$ cat src/rtl/owdm_pkg.sv
// owdm_pkg: types, constants and the quarter-wave cosine table for the mixer.
// No dependencies.
package owdm_pkg;
  localparam int WheelCount = 4;
  localparam int AngW = 9;
  localparam int CosW = 17;
  localparam int DivW = 32;
  localparam logic [1:0] DirBrake = 2'd0;
  localparam logic [1:0] DirFwd = 2'd1;
  localparam logic [1:0] DirRev = 2'd2;
  localparam logic [1:0] RegW0 = 2'd0;
  localparam logic [1:0] RegW1 = 2'd1;
  localparam logic [1:0] RegW2 = 2'd2;
  localparam logic [1:0] RegW3 = 2'd3;

  typedef struct packed {
    logic [8:0] heading;
    logic signed [7:0] drive_speed;
    logic signed [7:0] turn_correction;
  } cmd_t;

  typedef struct packed {
    logic [7:0] wheel0_duty;
    logic [7:0] wheel1_duty;
    logic [7:0] wheel2_duty;
    logic [7:0] wheel3_duty;
    logic [1:0] wheel0_dir;
    logic [1:0] wheel1_dir;
    logic [1:0] wheel2_dir;
    logic [1:0] wheel3_dir;
  } res_t;

  typedef struct packed {
    logic signed [7:0] speed;
    logic signed [7:0] corr;
    logic [WheelCount-1:0][8:0] ang;
  } job_t;

  function automatic logic [15:0] cos_tab(input logic [6:0] k);
    logic [15:0] r;
    case (k)
      7'd0: r = 16'd32768; 7'd1: r = 16'd32763; 7'd2: r = 16'd32748;
      7'd3: r = 16'd32723; 7'd4: r = 16'd32688; 7'd5: r = 16'd32643;
      7'd6: r = 16'd32588; 7'd7: r = 16'd32524; 7'd8: r = 16'd32449;
      7'd9: r = 16'd32365; 7'd10: r = 16'd32270; 7'd11: r = 16'd32166;
      7'd12: r = 16'd32052; 7'd13: r = 16'd31928; 7'd14: r = 16'd31795;
      7'd15: r = 16'd31651; 7'd16: r = 16'd31499; 7'd17: r = 16'd31336;
      7'd18: r = 16'd31164; 7'd19: r = 16'd30983; 7'd20: r = 16'd30792;
      7'd21: r = 16'd30592; 7'd22: r = 16'd30382; 7'd23: r = 16'd30163;
      7'd24: r = 16'd29935; 7'd25: r = 16'd29698; 7'd26: r = 16'd29452;
      7'd27: r = 16'd29197; 7'd28: r = 16'd28932; 7'd29: r = 16'd28660;
      7'd30: r = 16'd28378; 7'd31: r = 16'd28088; 7'd32: r = 16'd27789;
      7'd33: r = 16'd27482; 7'd34: r = 16'd27166; 7'd35: r = 16'd26842;
      7'd36: r = 16'd26510; 7'd37: r = 16'd26170; 7'd38: r = 16'd25822;
      7'd39: r = 16'd25466; 7'd40: r = 16'd25102; 7'd41: r = 16'd24730;
      7'd42: r = 16'd24351; 7'd43: r = 16'd23965; 7'd44: r = 16'd23571;
      7'd45: r = 16'd23170; 7'd46: r = 16'd22763; 7'd47: r = 16'd22348;
      7'd48: r = 16'd21926; 7'd49: r = 16'd21498; 7'd50: r = 16'd21063;
      7'd51: r = 16'd20622; 7'd52: r = 16'd20174; 7'd53: r = 16'd19720;
      7'd54: r = 16'd19261; 7'd55: r = 16'd18795; 7'd56: r = 16'd18324;
      7'd57: r = 16'd17847; 7'd58: r = 16'd17364; 7'd59: r = 16'd16877;
      7'd60: r = 16'd16384; 7'd61: r = 16'd15886; 7'd62: r = 16'd15384;
      7'd63: r = 16'd14876; 7'd64: r = 16'd14365; 7'd65: r = 16'd13848;
      7'd66: r = 16'd13328; 7'd67: r = 16'd12803; 7'd68: r = 16'd12275;
      7'd69: r = 16'd11743; 7'd70: r = 16'd11207; 7'd71: r = 16'd10668;
      7'd72: r = 16'd10126; 7'd73: r = 16'd9580; 7'd74: r = 16'd9032;
      7'd75: r = 16'd8481; 7'd76: r = 16'd7927; 7'd77: r = 16'd7371;
      7'd78: r = 16'd6813; 7'd79: r = 16'd6252; 7'd80: r = 16'd5690;
      7'd81: r = 16'd5126; 7'd82: r = 16'd4560; 7'd83: r = 16'd3993;
      7'd84: r = 16'd3425; 7'd85: r = 16'd2856; 7'd86: r = 16'd2286;
      7'd87: r = 16'd1715; 7'd88: r = 16'd1144; 7'd89: r = 16'd572;
      default: r = 16'd0;
    endcase
    return r;
  endfunction
endpackage

$ cat src/rtl/owdm_if.sv
// owdm_if: valid/ready channels carrying a cmd_t or a res_t payload.
// Depends on owdm_pkg for payload types.
interface owdm_cmd_if;
  logic valid;
  logic ready;
  owdm_pkg::cmd_t data;
  modport source (output valid, output data, input ready);
  modport sink (input valid, input data, output ready);
endinterface


$ cat src/rtl/owdm_front.sv
// owdm_front: accepts commands, drops repeats, queues jobs with current angles.
// Depends on owdm_pkg, owdm_if.
module owdm_front (
  input  logic clk_i,
  input  logic rst_ni,
  owdm_cmd_if.sink cmd,
  input  logic [3:0][8:0] ang_i,
  output logic job_valid_o,
  output owdm_pkg::job_t job_o,
  input  logic job_ready_i
);
  import owdm_pkg::*;
  logic [8:0] last_h_q;
  logic [7:0] last_s_q, last_c_q;
  job_t q_q [2];
  logic [1:0] cnt_q;
  logic wp_q, rp_q;
  logic acc, rep, push, pop;
  job_t nj;

  assign cmd.ready = (cnt_q != 2'd2);
  assign acc = cmd.valid && cmd.ready;
  assign rep = (cmd.data.heading == last_h_q) && (cmd.data.drive_speed == last_s_q)
    && (cmd.data.turn_correction == last_c_q);
  assign push = acc && !rep;
  assign pop = job_valid_o && job_ready_i;
  assign job_valid_o = (cnt_q != 2'd0);
  assign job_o = q_q[rp_q];

  always_comb begin
    nj.speed = cmd.data.drive_speed;
    nj.corr = cmd.data.turn_correction;
    for (int i = 0; i < WheelCount; i++) begin
      // cos(a+90-h): angle index kept mod 360 on 11 bits
      logic [10:0] a, b;
      a = {2'b0, ang_i[i]};
      if (a >= 11'd360) a = a - 11'd360;
      b = {2'b0, cmd.data.heading};
      if (b >= 11'd360) b = b - 11'd360;
      a = a + 11'd450 - b;
      if (a >= 11'd360) a = a - 11'd360;
      if (a >= 11'd360) a = a - 11'd360;
      nj.ang[i] = a[8:0];
    end
  end

  always_ff @(posedge clk_i or negedge rst_ni) begin
    if (!rst_ni) begin
      last_h_q <= '0; last_s_q <= '0; last_c_q <= '0;
      cnt_q <= '0; wp_q <= 1'b0; rp_q <= 1'b0;
    end else begin
      if (acc) begin
        last_h_q <= cmd.data.heading;
        last_s_q <= cmd.data.drive_speed;
        last_c_q <= cmd.data.turn_correction;
      end
      if (push) wp_q <= ~wp_q;
      if (pop) rp_q <= ~rp_q;
      cnt_q <= cnt_q + {1'b0, push} - {1'b0, pop};
    end
  end

  always_ff @(posedge clk_i) begin
    if (push) q_q[wp_q] <= nj;
  end
endmodule

$ cat src/flat_wrapper.sv
// flat-port wrapper written by rule: the top's interface ports become plain ports
module owdm_front_flat import owdm_pkg::*;
  (clk_i, rst_ni, ang_i, job_valid_o, job_o, job_ready_i, cmd_valid, cmd_data, cmd_ready);
  owdm_cmd_if cmd_i ();
  input  logic clk_i;
  input  logic rst_ni;
  input  logic [3:0][8:0] ang_i;
  output logic job_valid_o;
  output owdm_pkg::job_t job_o;
  input  logic job_ready_i;
  input wire logic [$bits(cmd_i.valid)-1:0] cmd_valid;
  input wire logic [$bits(cmd_i.data)-1:0] cmd_data;
  output wire logic [$bits(cmd_i.ready)-1:0] cmd_ready;
  assign cmd_i.valid = cmd_valid;
  assign cmd_i.data = cmd_data;
  assign cmd_ready = cmd_i.ready;
  owdm_front u_core (.clk_i(clk_i), .rst_ni(rst_ni), .cmd(cmd_i), .ang_i(ang_i), .job_valid_o(job_valid_o), .job_o(job_o), .job_ready_i(job_ready_i));
endmodule
$ cat config.mk
export PLATFORM = sky130hd
export DESIGN_NAME = owdm_front_flat
export DESIGN_NICKNAME = d
export VERILOG_FILES = /design/src/rtl/owdm_pkg.sv /design/src/rtl/owdm_if.sv /design/src/rtl/owdm_front.sv /design/src/flat_wrapper.sv
export SDC_FILE = /design/constraint.sdc
export NUM_CORES = 1
export LEC_CHECK = 0
export ABC_AREA = 0
export BUFFER_PORTS_ARGS = -buffer_cell sky130_fd_sc_hd__buf_2
export CAP_MARGIN = 20
export CORE_MARGIN = 10
export CORE_UTILIZATION = 35
export CTS_BUF_LIST = sky130_fd_sc_hd__clkbuf_4
export DETAILED_ROUTE_END_ITERATION = 10
export PLACE_DENSITY = 0.6
export SETUP_SLACK_MARGIN = 0.05
export SLEW_MARGIN = 20
export SYNTH_ARGS = -nofsm -noshare
export SYNTH_HDL_FRONTEND = slang
export SYNTH_SLANG_ARGS = --single-unit
$ cat constraint.sdc
create_clock -name clk_i -period 4.15 [get_ports clk_i]
set_clock_uncertainty 0.1 [all_clocks]
set_input_delay 0 -clock clk_i [delete_from_list [all_inputs] [get_ports clk_i]]
set_output_delay 0 -clock clk_i [all_outputs]
set_load 0.005 [all_outputs]
# [Word-level counts from Yosys, hierarchy flattened]
# Memory sizes are Yosys's and may differ from the RTL's.
# Index checks and enable logic that the tools add are counted.
[totals] register_bits=29 latch_bits=0 ramBits=104 romBits=0 input_bits=65 out_inout_bits=54 word_cells=71 n_memories=1
[memory_table] memory="u_core.q_q" words=2 word_bits=52 read_ports=1 rd_clocked_by_memory_dff=0 write_ports=1 line="owdm_front.sv:15" source="job_t q_q [2];"
[classes] addsub=23 n_mul=0 div_mod_pow=0 magnitude_cmp=13 eq_ne=4 n_shift=0 muxes=15 bitwise_logic=2 reduce_logical=7
[ops] op="11-bit two-way mux" n=9
[ops] op="11-bit by 9-bit >= comparator with 1-bit output, second input constant" n=8
[ops] op="9-bit by 9-bit subtractor with 10-bit output, second input constant" n=5
[ops] op="9-bit >= comparator, second input constant" n=5
[ops] op="11-bit by 9-bit adder with 11-bit output, second input constant" n=4
[ops] op="11-bit subtractor" n=4
[ops] op="11-bit by 9-bit subtractor with 11-bit output, second input constant" n=4
[ops] op="9-bit two-way mux" n=4
[ops] op="9-bit subtractor, second input constant" n=4
[ops] op="8-bit == test" n=2
[ops] op="9-bit == test" n=1
[ops] op="1-bit logical AND" n=5
[ops] op="2-bit by 1-bit adder with 2-bit output" n=1
[ops] op="1-bit two-way mux" n=2
[ops] op="2-bit inequality test, second input constant" n=1
[ops] op="1-bit NOT" n=2
[ops] op="2-bit nonzero test" n=1
[ops] op="2-bit by 1-bit subtractor with 2-bit output" n=1
[ops] op="1-bit logical NOT" n=1

# [Depth between registers and ports, before layout]
[logic_depth] word_depth=8 ltp_mapped=25 ltp_nobuf=24

# [Least setup slack after synthesis]
# Ideal clock, no wire load.
[synth_timing] kind="input port to flip-flop" from="in cmd_data[21]" to="mem u_core.q_q[0][24] (netlist name), data pin" setup_time_ns=0.268 t_arrival_ns=4.379 t_required_ns=3.782 setup_slack_ns=-0.597 stages=23 path_buffers=3 cell_sequence="clkbuf_1 a31oi_1 nand2b_1 clkbuf_1 xnor2_1 xnor2_1 ha_1 a21oi_1 xnor2_1 inv_1 ha_1 buf_1 a21boi_0 o32ai_4 a211o_1 a21oi_1 ha_1 inv_1 a211oi_2 a21oi_2 nor3_4 nor3_1 a2bb2oi_1"
[synth_lines] element="start, declared" line="flat_wrapper.sv:12" source="input wire logic [$bits(cmd_i.data)-1:0] cmd_data;"
[synth_lines] element="end, declared" line="owdm_front.sv:15"

==> results.yml <==
worst_setup_path:
  crit_slowest_cell: "dlygate4sd3_1"
  cp_cell_sequence: "buf_2 > dlygate4sd3_1 > buf_6 > nand2b_1 > o21ai_1 > buf_4 > ha_4 > inv_2 > ha_4 > and3_4 > a21o_4 > a2111oi_4 > nor3_4 > a211o_1 > a21oi_2 > ha_2 > inv_2 > a211oi_2 > a21oi_2 > nor3_4 > nor3_2 > a2bb2oi_1"
  path_class: "input pin to flip-flop"
  crit_buf_inv: 6
  crit_arrival_ns: 4.15
  cp_top_family: "compound AO/OA/AOI/OAI gates"
  cp-end-kind: "flip-flop"
  crit_fanout: 5
  start_kind: "input pin"
  max_stage_delay_ns: 0.57
  required_ns: 4.35
synthesis:
  synth_seq_cells: 133
  synth.yosys.seq_area_share_pct: 36.7
  synth_nets: 1176
  ys_top_cells_by_count: "edfxtp_1 (104), inv_1 (93), ha_1 (83)"
  synthTopCellsByArea: "edfxtp_1 (30%), ha_1 (9.9%), mux2_2 (8.0%)"
  synth.largest_area_cell: "edfxtp_1"
  synthCells: 1024
  synth_top_cell_area_share_pct: 29.8
  ys_types: 100
  synth-main-ff-cell: "edfxtp_1"
  yosysMostFrequentCell: "edfxtp_1"
  synth_edf_count: 104
  ys_warn_count: 0
  mappedNetlistArea_um2: 10500
  synthArstFlopShare_pct: 21.8
  avgSynthCellArea_um2: 10.2
grt:
  grt_usage_pct: 13.9
  grt_first_pass_wirelength_um: 42100
  grt_max_degree: 32
  antenna_found_initial: 3
  grt-ovfl-total: 0
  grt_pass1_vias: 8490
final_layout:
  n_fill_cell: 2722
  stdcell_count: 1792
  layout.nets: 1539
  drive_gt1_share_pct: 40.5
  syn_to_final_growth_pct: 36.5
power:
  irDropWorstVdd_uv: 285
  pwr_density_cell_nw_per_um2: 721
  p_leak_nw: 6.03
drt:
  antenna_left: 0
  num_vias: 8728
  via_per_inst: 4.87
  wl_um: 26800
  routedWlPerCell_um: 15.0
  dr.first_iter.drc_count: 386
  post-route-drc-count: 0
  drt_first_pass_iters: 4
floorplanning:
  fp.dieH_um: 193
  initial_utilization_pct: 35.4
  core_area_um2: 29600
  num_rows: 63
  fp.dieW_um: 193
  boundaryPins: 119
  die-area_um2: 37300
cts:
  htreeDepth: 4
  clockBufferDepth: 2
  root_buffer: "clkbuf_4"
  cts.reportedPaths.clkPinSlew_ns: 0.12
  tritoncts: "yes"
  cts_made_buffers: 17
  insertion_delay_ns: 0.56
  cts_sinks: 133
place:
  dp_worst_setup_slack_ns: -0.275
  hpwl_um: 20500
  dpl.cell_count: 1694
  gp_congestion: 0.839
  numPortBuffers: 118
sta:
  hold_viol: 0
  setup_viol: 0
  timing.final.ws_setup_ns: 0.198
  slew_violations: 0
  slew_headroom_pct: 48.4
  period_minus_slack_ns: 3.95
  fmax_mhz: 253
  tightest_slew_ns: 0.772
  rsz0062_at_grt: "false"
  post-route-period-util_pct: 95.2
flow_run:
  maxCapViolations: 0
outcome:
  outcome: "complete, no violations"
worst_hold_path:
  worst_hold_path_type: "input pin to flip-flop"
registers in the layout, summed over array words and instances, names as in the netlist:
register	count
u_core.q_q	104
u_core.last_h_q	9
u_core.wp_q	1
u_core.last_s_q	8
u_core.rp_q	1
u_core.last_c_q	8
u_core.cnt_q	2
where the power goes:
part / switching, mW / internal, mW
combinational: 3.38 / 3.48
sequential: 0.201 / 2.34
clock: 0.528 / 0.380
total: 4.11 / 6.20
through the flow:
| step | total power [mW] | hold slack [ns] | TNS (ns) | instance area, um2 | util, % |
|---|---|---|---|---|---|
| after floorplan | 6.82 | -0.396 | -0.370 | 10700 | - |
| after global placement | 9.05 | -0.0263 | -3.97 | 13100 | 44.2 |
| after detailed placement | 9.16 | -0.0167 | -7.81 | 13100 | 44.2 |
| after CTS | 10.1 | 0.00930 | 0 | 13700 | 46.4 |
| after global routing | 11.2 | -0.0113 | 0 | 14300 | 48.4 |
| final | 10.3 | 0.0403 | 0 | 14300 | 48.4 |
cell usage in the layout, fill, tap and decap left out, types with 7 or more instances in the layout:
cell type,netlist,layout
nor2_1,69,66
nand2_1,52,50
nand3_1,17,16
ha_2,0,7
a21oi_2,4,16
ha_4,0,8
o211ai_1,12,12
or3_1,9,9
o21a_1,11,10
mux2_2,74,74
dfrtp_1,29,28
buf_6,2,7
edfxtp_1,104,104
xnor2_2,1,11
buf_4,1,200
a21oi_1,51,39
buf_2,3,114
mux2i_1,9,9
nand2b_1,19,16
or2_2,8,7
o21ai_2,5,9
dlygate4sd3_1,0,34
xnor2_1,77,66
clkbuf_4,0,19
o21ai_1,12,12
a21o_1,9,8
inv_2,1,7
inv_1,93,85
and2_1,12,10
xor2_1,29,27
o21ai_0,33,29
nand3b_1,7,7
ha_1,83,68
nor3_1,24,22
nor2b_1,15,14
logic make-up after synthesis:
group | Yosys count | synth area share (%)
simple gates | 267 | 13.4
compound gates | 225 | 15.8
flops | 133 | 36.7
buf+inv | 116 | 4.38
xor+xnor | 113 | 10.2
fa+ha+maj | 87 | 10.7
mux | 83 | 8.81
tightest hold or removal path: cells and delay by family:
family	cells	cell delay [ns]
fa+ha+maj	2	0.36
buf+inv	3	0.23
worst paths after layout:
path | start | to | slack, ns | cells after the start
worst max-delay path | cmd_data[23] | u_core.q_q[0][24] | 0.20 | 22
worst max register to register | u_core.cnt_q[1] | u_core.q_q[0][13] | 1.49 | 6
max in group asynchronous | rst_ni | u_core.last_c_q[0] | 3.35 | 4
min in group asynchronous | rst_ni | u_core.last_h_q[3] | 0.41 | 4
worst min register to register | u_core.last_h_q[3] | u_core.last_h_q[3] | 0.42 | 2
worst min-delay path | ang_i[19] | u_core.q_q[0][19] | 0.04 | 5
timing repair:
action,in CTS,in global routing
endpoints found under the hold margin,105,5
setup buffers,0,24
endpoints found under the setup margin,0,48
hold buffers,35,5
resized for setup,0,77
per-layer routing:
layer	share of wire, %	GRT usage, %
met5	0.048	0
met4	0.79	3.25
met3	4.8	2.93
met2	48	23.1
met1	46	18.3
area by class of cell:
cell class | instances | area [um2] | area share (%)
Multi-Input combinational cell | 775 | 6630 | 46.4
Sequential cell | 133 | 3850 | 26.9
Timing Repair Buffer | 366 | 2670 | 18.7
Tap cell | 390 | 488 | 3.41
Inverter | 94 | 360 | 2.52
Clock inverter | 13 | 149 | 1.04
Clock buffer | 19 | 143 | 0.997
Antenna cell | 2 | 5.00 | 0.0350
Power figures use the tool's default switching activity.
